--- config.mk ---
export PLATFORM = sky130hd
export DESIGN_NAME = anchored_substring_match
export DESIGN_NICKNAME = d
export VERILOG_FILES = /design/src/sv/asm_pkg.sv /design/src/sv/asm_cell.sv /design/src/sv/anchored_substring_match.sv
export SDC_FILE = /design/constraint.sdc
export NUM_CORES = 1
export LEC_CHECK = 0
export BUFFER_PORTS_ARGS = -buffer_cell sky130_fd_sc_hd__buf_2
export CAP_MARGIN = 10
export CELL_PAD_IN_SITES_DETAIL_PLACEMENT = 2
export CELL_PAD_IN_SITES_GLOBAL_PLACEMENT = 2
export CORE_MARGIN = 2
export CORE_UTILIZATION = 45
export CTS_CLUSTER_DIAMETER = 30
export CTS_CLUSTER_SIZE = 16
export DETAILED_ROUTE_END_ITERATION = 6
export GPL_ROUTABILITY_DRIVEN = 0
export PLACE_DENSITY_LB_ADDON = 0.25
export SLEW_MARGIN = 0
export SYNTH_ARGS = -nofsm -noshare
export SYNTH_HDL_FRONTEND = slang
export SYNTH_SLANG_ARGS = --single-unit
--- constraint.sdc ---
create_clock -name clock -period 4.1 [get_ports clock]
set_input_delay 0 -clock clock [delete_from_list [all_inputs] [get_ports clock]]
set_output_delay 0 -clock clock [all_outputs]
set_load 0.005 [all_outputs]
--- src/sv/asm_pkg.sv ---
// Shared types and constants for the anchored substring matcher.
// No dependencies; used by the cell, the top level and the checker.
`timescale 1ns / 1ps

package asm_pkg;

   // Default number of pattern cells.
   localparam int MAX_PATTERN_DEF = 64;

   // Special pattern bytes.
   localparam logic [7:0] CARET     = 8'h5E;
   localparam logic [7:0] BACKSLASH = 8'h5C;

   // Line counter width and saturation value.
   localparam int COUNT_W = 16;
   localparam logic [COUNT_W-1:0] COUNT_MAX = '1;

   // Input operation codes; the fourth code is ignored.
   typedef enum logic [1:0] {
      OP_PATTERN = 2'd0,
      OP_LINE    = 2'd1,
      OP_EOL     = 2'd2
   } op_type;

   // Controls broadcast from the top level to every cell.
   typedef struct packed {
      logic       shift;       // advance partial matches by one line byte
      logic       clear;       // drop all partial matches
      logic       write;       // store data into the selected cell
      logic       clear_last;  // forget which cell holds the last pattern byte
      logic [7:0] data;        // line or pattern byte
   } cell_ctl_type;

   // One result item.
   typedef struct packed {
      logic               matched;
      logic               pattern_error;
      logic [COUNT_W-1:0] match_count;
   } rsp_type;

endpackage

--- src/sv/asm_cell.sv ---
// One shift-and cell: a pattern byte, its partial-match bit and its last-byte flag.
// Depends on asm_pkg for the control struct.
`timescale 1ns / 1ps

module asm_cell #(
   parameter int IDX_W = 7,
   parameter int INDEX = 0
) (
   input  logic                 clock,
   input  logic                 reset,
   input  asm_pkg::cell_ctl_type ctl,
   input  logic [IDX_W-1:0]     wr_index,
   input  logic                 prev_match,
   output logic                 match,
   output logic                 hit
);
   import asm_pkg::*;

   logic [7:0] char_ff;
   logic [7:0] char_in;
   logic       match_ff;
   logic       match_in;
   logic       last_ff;
   logic       last_in;
   logic       selected;

   assign selected = ctl.write && (wr_index == IDX_W'(INDEX));

   // Next state of the stored byte, the match bit and the last flag.
   always_comb begin
      char_in = selected ? ctl.data : char_ff;

      if (ctl.clear) begin
         match_in = 1'b0;
      end else if (ctl.shift) begin
         match_in = prev_match && (char_ff == ctl.data);
      end else begin
         match_in = match_ff;
      end

      if (selected) begin
         last_in = 1'b1;
      end else if (ctl.write || ctl.clear_last) begin
         last_in = 1'b0;
      end else begin
         last_in = last_ff;
      end
   end

   // The pattern byte needs no reset; the control bits do.
   always_ff @(posedge clock) begin
      char_ff <= char_in;
      if (reset) begin
         match_ff <= 1'b0;
         last_ff  <= 1'b0;
      end else begin
         match_ff <= match_in;
         last_ff  <= last_in;
      end
   end

   assign match = match_ff;
   // A full match completes when the last pattern cell becomes set.
   assign hit   = match_in && last_ff;

endmodule

--- src/sv/anchored_substring_match.sv ---
// Anchored substring matcher: a row of MAX_PATTERN shift-and cells.
// Each accepted item updates the cell row registers; one item is accepted per cycle while req_ready is high.
// An end-of-line result is registered into the output buffer when its transfer is accepted.
// A two-entry output buffer absorbs one result while rsp_ready is low; req_ready drops
// only while both entries hold results.
// Synchronous reset empties the pattern (every line matches) and zeros the count.
`timescale 1ns / 1ps

module anchored_substring_match #(
   parameter int MAX_PATTERN = asm_pkg::MAX_PATTERN_DEF
) (
   input  logic                        clock,
   input  logic                        reset,
   input  logic                        req_valid,
   output logic                        req_ready,
   input  logic [1:0]                  req_opcode,
   input  logic [7:0]                  req_byte_value,
   input  logic                        req_pattern_last,
   output logic                        rsp_valid,
   input  logic                        rsp_ready,
   output logic                        rsp_matched,
   output logic                        rsp_pattern_error,
   output logic [asm_pkg::COUNT_W-1:0] rsp_match_count
);
   import asm_pkg::*;

   localparam int IDX_W = $clog2(MAX_PATTERN + 1);

   // Pattern and line state.
   logic [IDX_W-1:0]   len_ff,    len_in;
   logic               anch_ff,   anch_in;
   logic               esc_ff,    esc_in;
   logic               loading_ff, loading_in;
   logic               line_hit_ff, line_hit_in;
   logic               at_start_ff, at_start_in;
   logic [COUNT_W-1:0] count_ff,  count_in;

   // Output buffer: a head register and a skid register.
   logic    out_valid_ff,  out_valid_in;
   rsp_type out_ff,        out_in;
   logic    skid_valid_ff, skid_valid_in;
   rsp_type skid_ff,       skid_in;

   logic             accept;
   op_type           op;
   logic             start;
   logic [IDX_W-1:0] len_eff;
   logic             anch_eff;
   logic             esc_eff;
   logic             room;
   logic             push;
   logic             eol_hit;
   rsp_type          result;
   cell_ctl_type     ctl;

   logic [MAX_PATTERN-1:0] match_vec;
   logic [MAX_PATTERN-1:0] hit_vec;
   logic                   first_prev;

   assign req_ready = !skid_valid_ff;
   assign accept    = req_valid && req_ready;
   assign op        = op_type'(req_opcode);

   // A pattern byte outside a load starts a fresh pattern.
   assign start    = !loading_ff;
   assign len_eff  = start ? '0 : len_ff;
   assign anch_eff = start ? 1'b0 : anch_ff;
   assign esc_eff  = start ? 1'b0 : esc_ff;
   assign room     = len_eff < IDX_W'(MAX_PATTERN);

   // A match may begin anywhere unless anchored, then only at the line start.
   assign first_prev = !anch_ff || at_start_ff;

   // Line verdict and updated count for an end of line.
   assign eol_hit              = !esc_ff && ((len_ff == '0) || line_hit_ff);
   assign result.matched       = eol_hit;
   assign result.pattern_error = esc_ff;
   assign result.match_count   = (eol_hit && (count_ff != COUNT_MAX)) ?
                                 count_ff + COUNT_W'(1) : count_ff;

   // Pattern load, line scan and end-of-line control.
   always_comb begin
      len_in      = len_ff;
      anch_in     = anch_ff;
      esc_in      = esc_ff;
      loading_in  = loading_ff;
      at_start_in = at_start_ff;
      count_in    = count_ff;
      ctl         = '0;
      ctl.data    = req_byte_value;
      push        = 1'b0;

      if (accept) begin
         unique case (op)
            OP_PATTERN: begin
               ctl.clear      = 1'b1;
               ctl.clear_last = start;
               at_start_in    = 1'b1;
               loading_in     = !req_pattern_last;
               len_in         = len_eff;
               anch_in        = anch_eff;
               esc_in         = esc_eff;
               if (esc_eff) begin
                  esc_in    = 1'b0;
                  ctl.write = room;
               end else if (req_byte_value == BACKSLASH) begin
                  esc_in = 1'b1;
               end else if (req_byte_value == CARET && len_eff == '0 && !anch_eff) begin
                  anch_in = 1'b1;
               end else begin
                  ctl.write = room;
               end
               if (ctl.write) begin
                  len_in = len_eff + IDX_W'(1);
               end
            end
            OP_LINE: begin
               loading_in  = 1'b0;
               ctl.shift   = 1'b1;
               at_start_in = 1'b0;
            end
            OP_EOL: begin
               loading_in  = 1'b0;
               ctl.clear   = 1'b1;
               at_start_in = 1'b1;
               count_in    = result.match_count;
               push        = 1'b1;
            end
            default: begin
            end
         endcase
      end
   end

   // Line hit flag: set when the last pattern cell completes, dropped on an end of line or a pattern byte.
   always_comb begin
      line_hit_in = line_hit_ff;
      if (accept && (op == OP_LINE) && (|hit_vec)) begin
         line_hit_in = 1'b1;
      end else if (accept && (op inside {OP_PATTERN, OP_EOL})) begin
         line_hit_in = 1'b0;
      end
   end

   // Output buffer next state: skid refills the head when the head drains.
   always_comb begin
      out_valid_in  = out_valid_ff;
      out_in        = out_ff;
      skid_valid_in = skid_valid_ff;
      skid_in       = skid_ff;
      if (out_valid_ff && rsp_ready) begin
         if (skid_valid_ff) begin
            out_in        = skid_ff;
            skid_valid_in = 1'b0;
         end else if (push) begin
            out_in = result;
         end else begin
            out_valid_in = 1'b0;
         end
      end else if (out_valid_ff) begin
         if (push) begin
            skid_in       = result;
            skid_valid_in = 1'b1;
         end
      end else if (push) begin
         out_in       = result;
         out_valid_in = 1'b1;
      end
   end

   // State registers.
   always_ff @(posedge clock) begin
      out_ff  <= out_in;
      skid_ff <= skid_in;
      if (reset) begin
         len_ff        <= '0;
         anch_ff       <= 1'b0;
         esc_ff        <= 1'b0;
         loading_ff    <= 1'b0;
         line_hit_ff   <= 1'b0;
         at_start_ff   <= 1'b1;
         count_ff      <= '0;
         out_valid_ff  <= 1'b0;
         skid_valid_ff <= 1'b0;
      end else begin
         len_ff        <= len_in;
         anch_ff       <= anch_in;
         esc_ff        <= esc_in;
         loading_ff    <= loading_in;
         line_hit_ff   <= line_hit_in;
         at_start_ff   <= at_start_in;
         count_ff      <= count_in;
         out_valid_ff  <= out_valid_in;
         skid_valid_ff <= skid_valid_in;
      end
   end

   // The cell row; each cell after the first takes its left neighbor's match bit, the first takes first_prev.
   for (genvar i = 0; i < MAX_PATTERN; i++) begin : g_cell
      logic prev;
      if (i == 0) begin : g_first
         assign prev = first_prev;
      end else begin : g_rest
         assign prev = match_vec[i-1];
      end
      asm_cell #(
         .IDX_W (IDX_W),
         .INDEX (i)
      ) u_cell (
         .clock      (clock),
         .reset      (reset),
         .ctl        (ctl),
         .wr_index   (len_eff),
         .prev_match (prev),
         .match      (match_vec[i]),
         .hit        (hit_vec[i])
      );
   end

   assign rsp_valid         = out_valid_ff;
   assign rsp_matched       = out_ff.matched;
   assign rsp_pattern_error = out_ff.pattern_error;
   assign rsp_match_count   = out_ff.match_count;

endmodule

==> results.toml <==
[synth]
synth-async-reset-ratio = 0
ys_warn_count = 0
syn-cell-area_um2 = 30100
synth.area.top_cells = "edfxtp_1 (55%), dfxtp_1 (11%), xnor2_1 (9.1%), xor2_1 (6.5%), nor2_1 (2.6%)"
ys.flop_type = "edfxtp_1"
synth_fp_nets = 2353
synth-edff-count = 548
yosys.area.top_type = "edfxtp_1"
ys_seq_area_frac = 0.653
synth.avg_cell_area_um2 = 12.9
syn_inst = 2329
ys_seq_elements = 706
synthDistinctLibCells = 62
netlist.area_leader.share = 0.547

[drt]
routed_wl_mm = 111
drt-initial-drc-count = 1680
via_per_inst = 5.99
routedWlPerCell_um = 32.3
drc = 0
num_vias = 20681
first_pass_iters = 5
ant_nets = 0

[timing]
setup_slack_ps = 76.3
rsz0062_at_grt = "false"
totalNegativeSetupSlack_ps = 0
slew_headroom = 0.284
finalHoldViolations = 0
fin_crit_ps = 4020
fin_worst_skew_ps = 30.0
fmax_ghz = 0.249
slew_violations = 0
tightestPinTransition_ps = 1070
period_share = 0.981
setup_viol = 0

[clocking]
cts.sinks = 706
clock_latency_ps = 750
clk_pin_slew_worst_paths_ps = 50
htree_levels = 4
cts_buffers = 151
cts_root_buffer = "clkbuf_16"
postCtsSetupBuffers = 0
cts_tree = "done"
clockBufferDepth = 3

[grt]
grt_usage = 0.325
grt_max_degree = 65
grt_pass1_wl_mm = 164
first_global_vias = 23524
antenna_found_initial = 1
grt_overflow = 0

[power]
power.switching_uw = 4880
ir_worst_vdd_mv = 0.399
power_frac_seq = 0.372
power.leakage_uw = 0.0122
power-per-cell-area_nw_per_um2 = 576
pwr-share-comb = 0.041
p_clk_frac = 0.587
power.internal_uw = 16100
swShare = 0.232

[cells_and_area]
syn_to_final_growth_pct = 21.3
register_area_um2 = 19600
finalNonFillerCells = 3455
diodes = 0
nets = 2485
nFillCells = 5945
multi_input_area_um2 = 9700
finish.utilization = 0.553
drive_above_1_share = 0.132

[critical_path]
cp_max_fo = 12
path_buf_inv = 1
cp_common_cell = "nor2_1"
slowest_stage = "nor2_1"
cp_cell_sequence = "nand2_1 > ha_1 > a41oi_1 > nor2_1 > a211oi_2 > buf_4 > nand3_1 > nor2_1"
reg2reg_depth = 8
worstPathArrival_ps = 4380
path_class = "reg2reg"
endpoint_kind = "flip-flop"
critPathLaunchType = "flip-flop"
cp.required_ps = 4450
path_delay_family = "simple AND/OR/NAND/NOR gates"
path_depth = 8
critical_path.max_stage_delay_ps = 940

[die]
dieArea_um2 = 68900
coreArea_um2 = 66000
io_pins = 35
rows = 94
die_h_um = 262
initial_core_util = 0.456
die_w_um = 262

[placement]
place_ws_ps = 510
numPortBuffers = 34
dp.cells = 3156
hpwlAfterDp_mm = 59.8

[run_status]
outcome = "complete, no violations"

[run]
cap_violations = 0

[hold_path]
hp-class = "in2reg"
holdPathStages = 2
[area by class of cell]
cell class / instances / share of cell area
clock buffers: 196 / 0.116
multi-input cells: 1482 / 0.266
inverters: 25 / 0.00257
clock inverters: 87 / 0.0236
well taps: 864 / 0.0296
flip-flops and latches: 706 / 0.538
repair buffers: 95 / 0.0242
[per-stage QoR]
stage	cell area (um^2)	hold WS, ps	total power [uW]
final	36500	149	21000
after global placement	31200	278	8680
after CTS	36500	124	21100
after detailed placement	31200	288	8740
after global routing	36500	172	21400
after floorplan	30100	98.9	8390
[registers in the layout (all words and copies together) (netlist names), 7 cells and up]
| name | cells |
|---|---|
| count_ff | 16 |
| g_cell.u_cell.match | 64 |
| rsp_match_count | 16 |
| skid_ff | 18 |
| g_cell.u_cell.last_ff | 64 |
| g_cell.u_cell.char_ff | 512 |
| len_ff | 7 |
[kinds of logic after synthesis]
group	Yosys count	share of synthesized area
adder cells (fa/ha/maj)	9	0.00375
buffers and inverters	141	0.0254
multiplexers	10	0.00333
XOR/XNOR	538	0.157
AND/OR/NAND/NOR	665	0.106
AO/OA/AOI/OAI	260	0.0519
flip-flops	706	0.653
[layer usage]
metal / global-route usage / vias to the layer above / routed length [um]
met1: 0.385 / 10866 / 43500
met2: 0.553 / 821 / 56000
met4: 0.173 / 2 / 5320
li1: - / 8672 / -
met3: 0.0722 / 320 / 6650
met5: 0 / - / 10
[timing repair]
item                                    in CTS  in global routing
hold buffers                                16                  0
endpoints found under the setup margin       0                 14
endpoints found under the hold margin      394                  0
resized for setup                            0                  3
[synthesized netlist by cell type, drive strengths merged, types with 3 or more instances]
cell and count:
or3 11, nand3 74, nand2 134, a31oi 5, ha 9, xor2 224
a2111oi 3, a21oi 140, and2 5, nor2 210, nor3 55, o22ai 4
a221oi 7, o21ai 42, edfxtp 548, nor4 55, clkbuf 42, nand4 74
nor2b 7, buf 74, inv 25, and3 27, dfxtp 158, mux2i 10
xnor2 314, nand2b 3, a22oi 27, a22o 7, a32oi 3, or2 3
[placed cells by master, fill, tap and decap left out, drive strengths merged, types with 3 or more instances in the layout]
| cell type | synthesis | routed |
|---|---|---|
| dlygate4sd3 | 0 | 16 |
| nor3 | 55 | 55 |
| nor2b | 7 | 7 |
| clkinvlp | 0 | 15 |
| a21oi | 140 | 140 |
| xor2 | 224 | 224 |
| a221oi | 7 | 7 |
| and3 | 27 | 27 |
| a22oi | 27 | 27 |
| nor4 | 55 | 55 |
| a32oi | 3 | 3 |
| edfxtp | 548 | 548 |
| nand3 | 74 | 74 |
| nand2b | 3 | 3 |
| or2 | 3 | 3 |
| nand4 | 74 | 74 |
| nand2 | 134 | 134 |
| xnor2 | 314 | 314 |
| a2111oi | 3 | 3 |
| a31oi | 5 | 5 |
| or3 | 11 | 11 |
| nor2 | 210 | 210 |
| o22ai | 4 | 4 |
| ha | 9 | 9 |
| and2 | 5 | 5 |
| dfxtp | 158 | 158 |
| bufinv | 0 | 13 |
| inv | 25 | 33 |
| clkinv | 0 | 51 |
| a22o | 7 | 7 |
| o21ai | 42 | 42 |
| clkbuf | 42 | 196 |
| mux2i | 10 | 10 |
| buf | 74 | 79 |
[worst register-to-register path: stages (launching register included)]
cell and delay [ps]:
dfxtp_1 620, nand2_1 240, ha_1 370, a41oi_1 230, nor2_1 120, a211oi_2 480, buf_4 280, nand3_1 340
nor2_1 950
[path summary, 6_finish.rpt]
path	start	to	slack, ps
worst max-delay path	loading_ff$_SDFFE_PP0P_	g_cell[39].u_cell.char_ff[2]$_DFFE_PP_	80
worst min-delay path	req_byte_value[0]	g_cell[30].u_cell.char_ff[0]$_DFFE_PP_	150
worst max register to register	loading_ff$_SDFFE_PP0P_	g_cell[39].u_cell.char_ff[2]$_DFFE_PP_	80
worst min register to register	g_cell[37].u_cell.last_ff$_SDFFE_PP0P_	g_cell[37].u_cell.last_ff$_SDFFE_PP0P_	510
[power by group through the flow]
stage	combinational (uW)	sequential, uW	clock [uW]
finish	868	7800	12300
global route	916	7790	12700
CTS	865	7800	12400
detailed placement	810	7930	0
global placement	760	7920	0
floorplan	464	7920	0
Note: power is estimated with default switching activity, not from simulation.
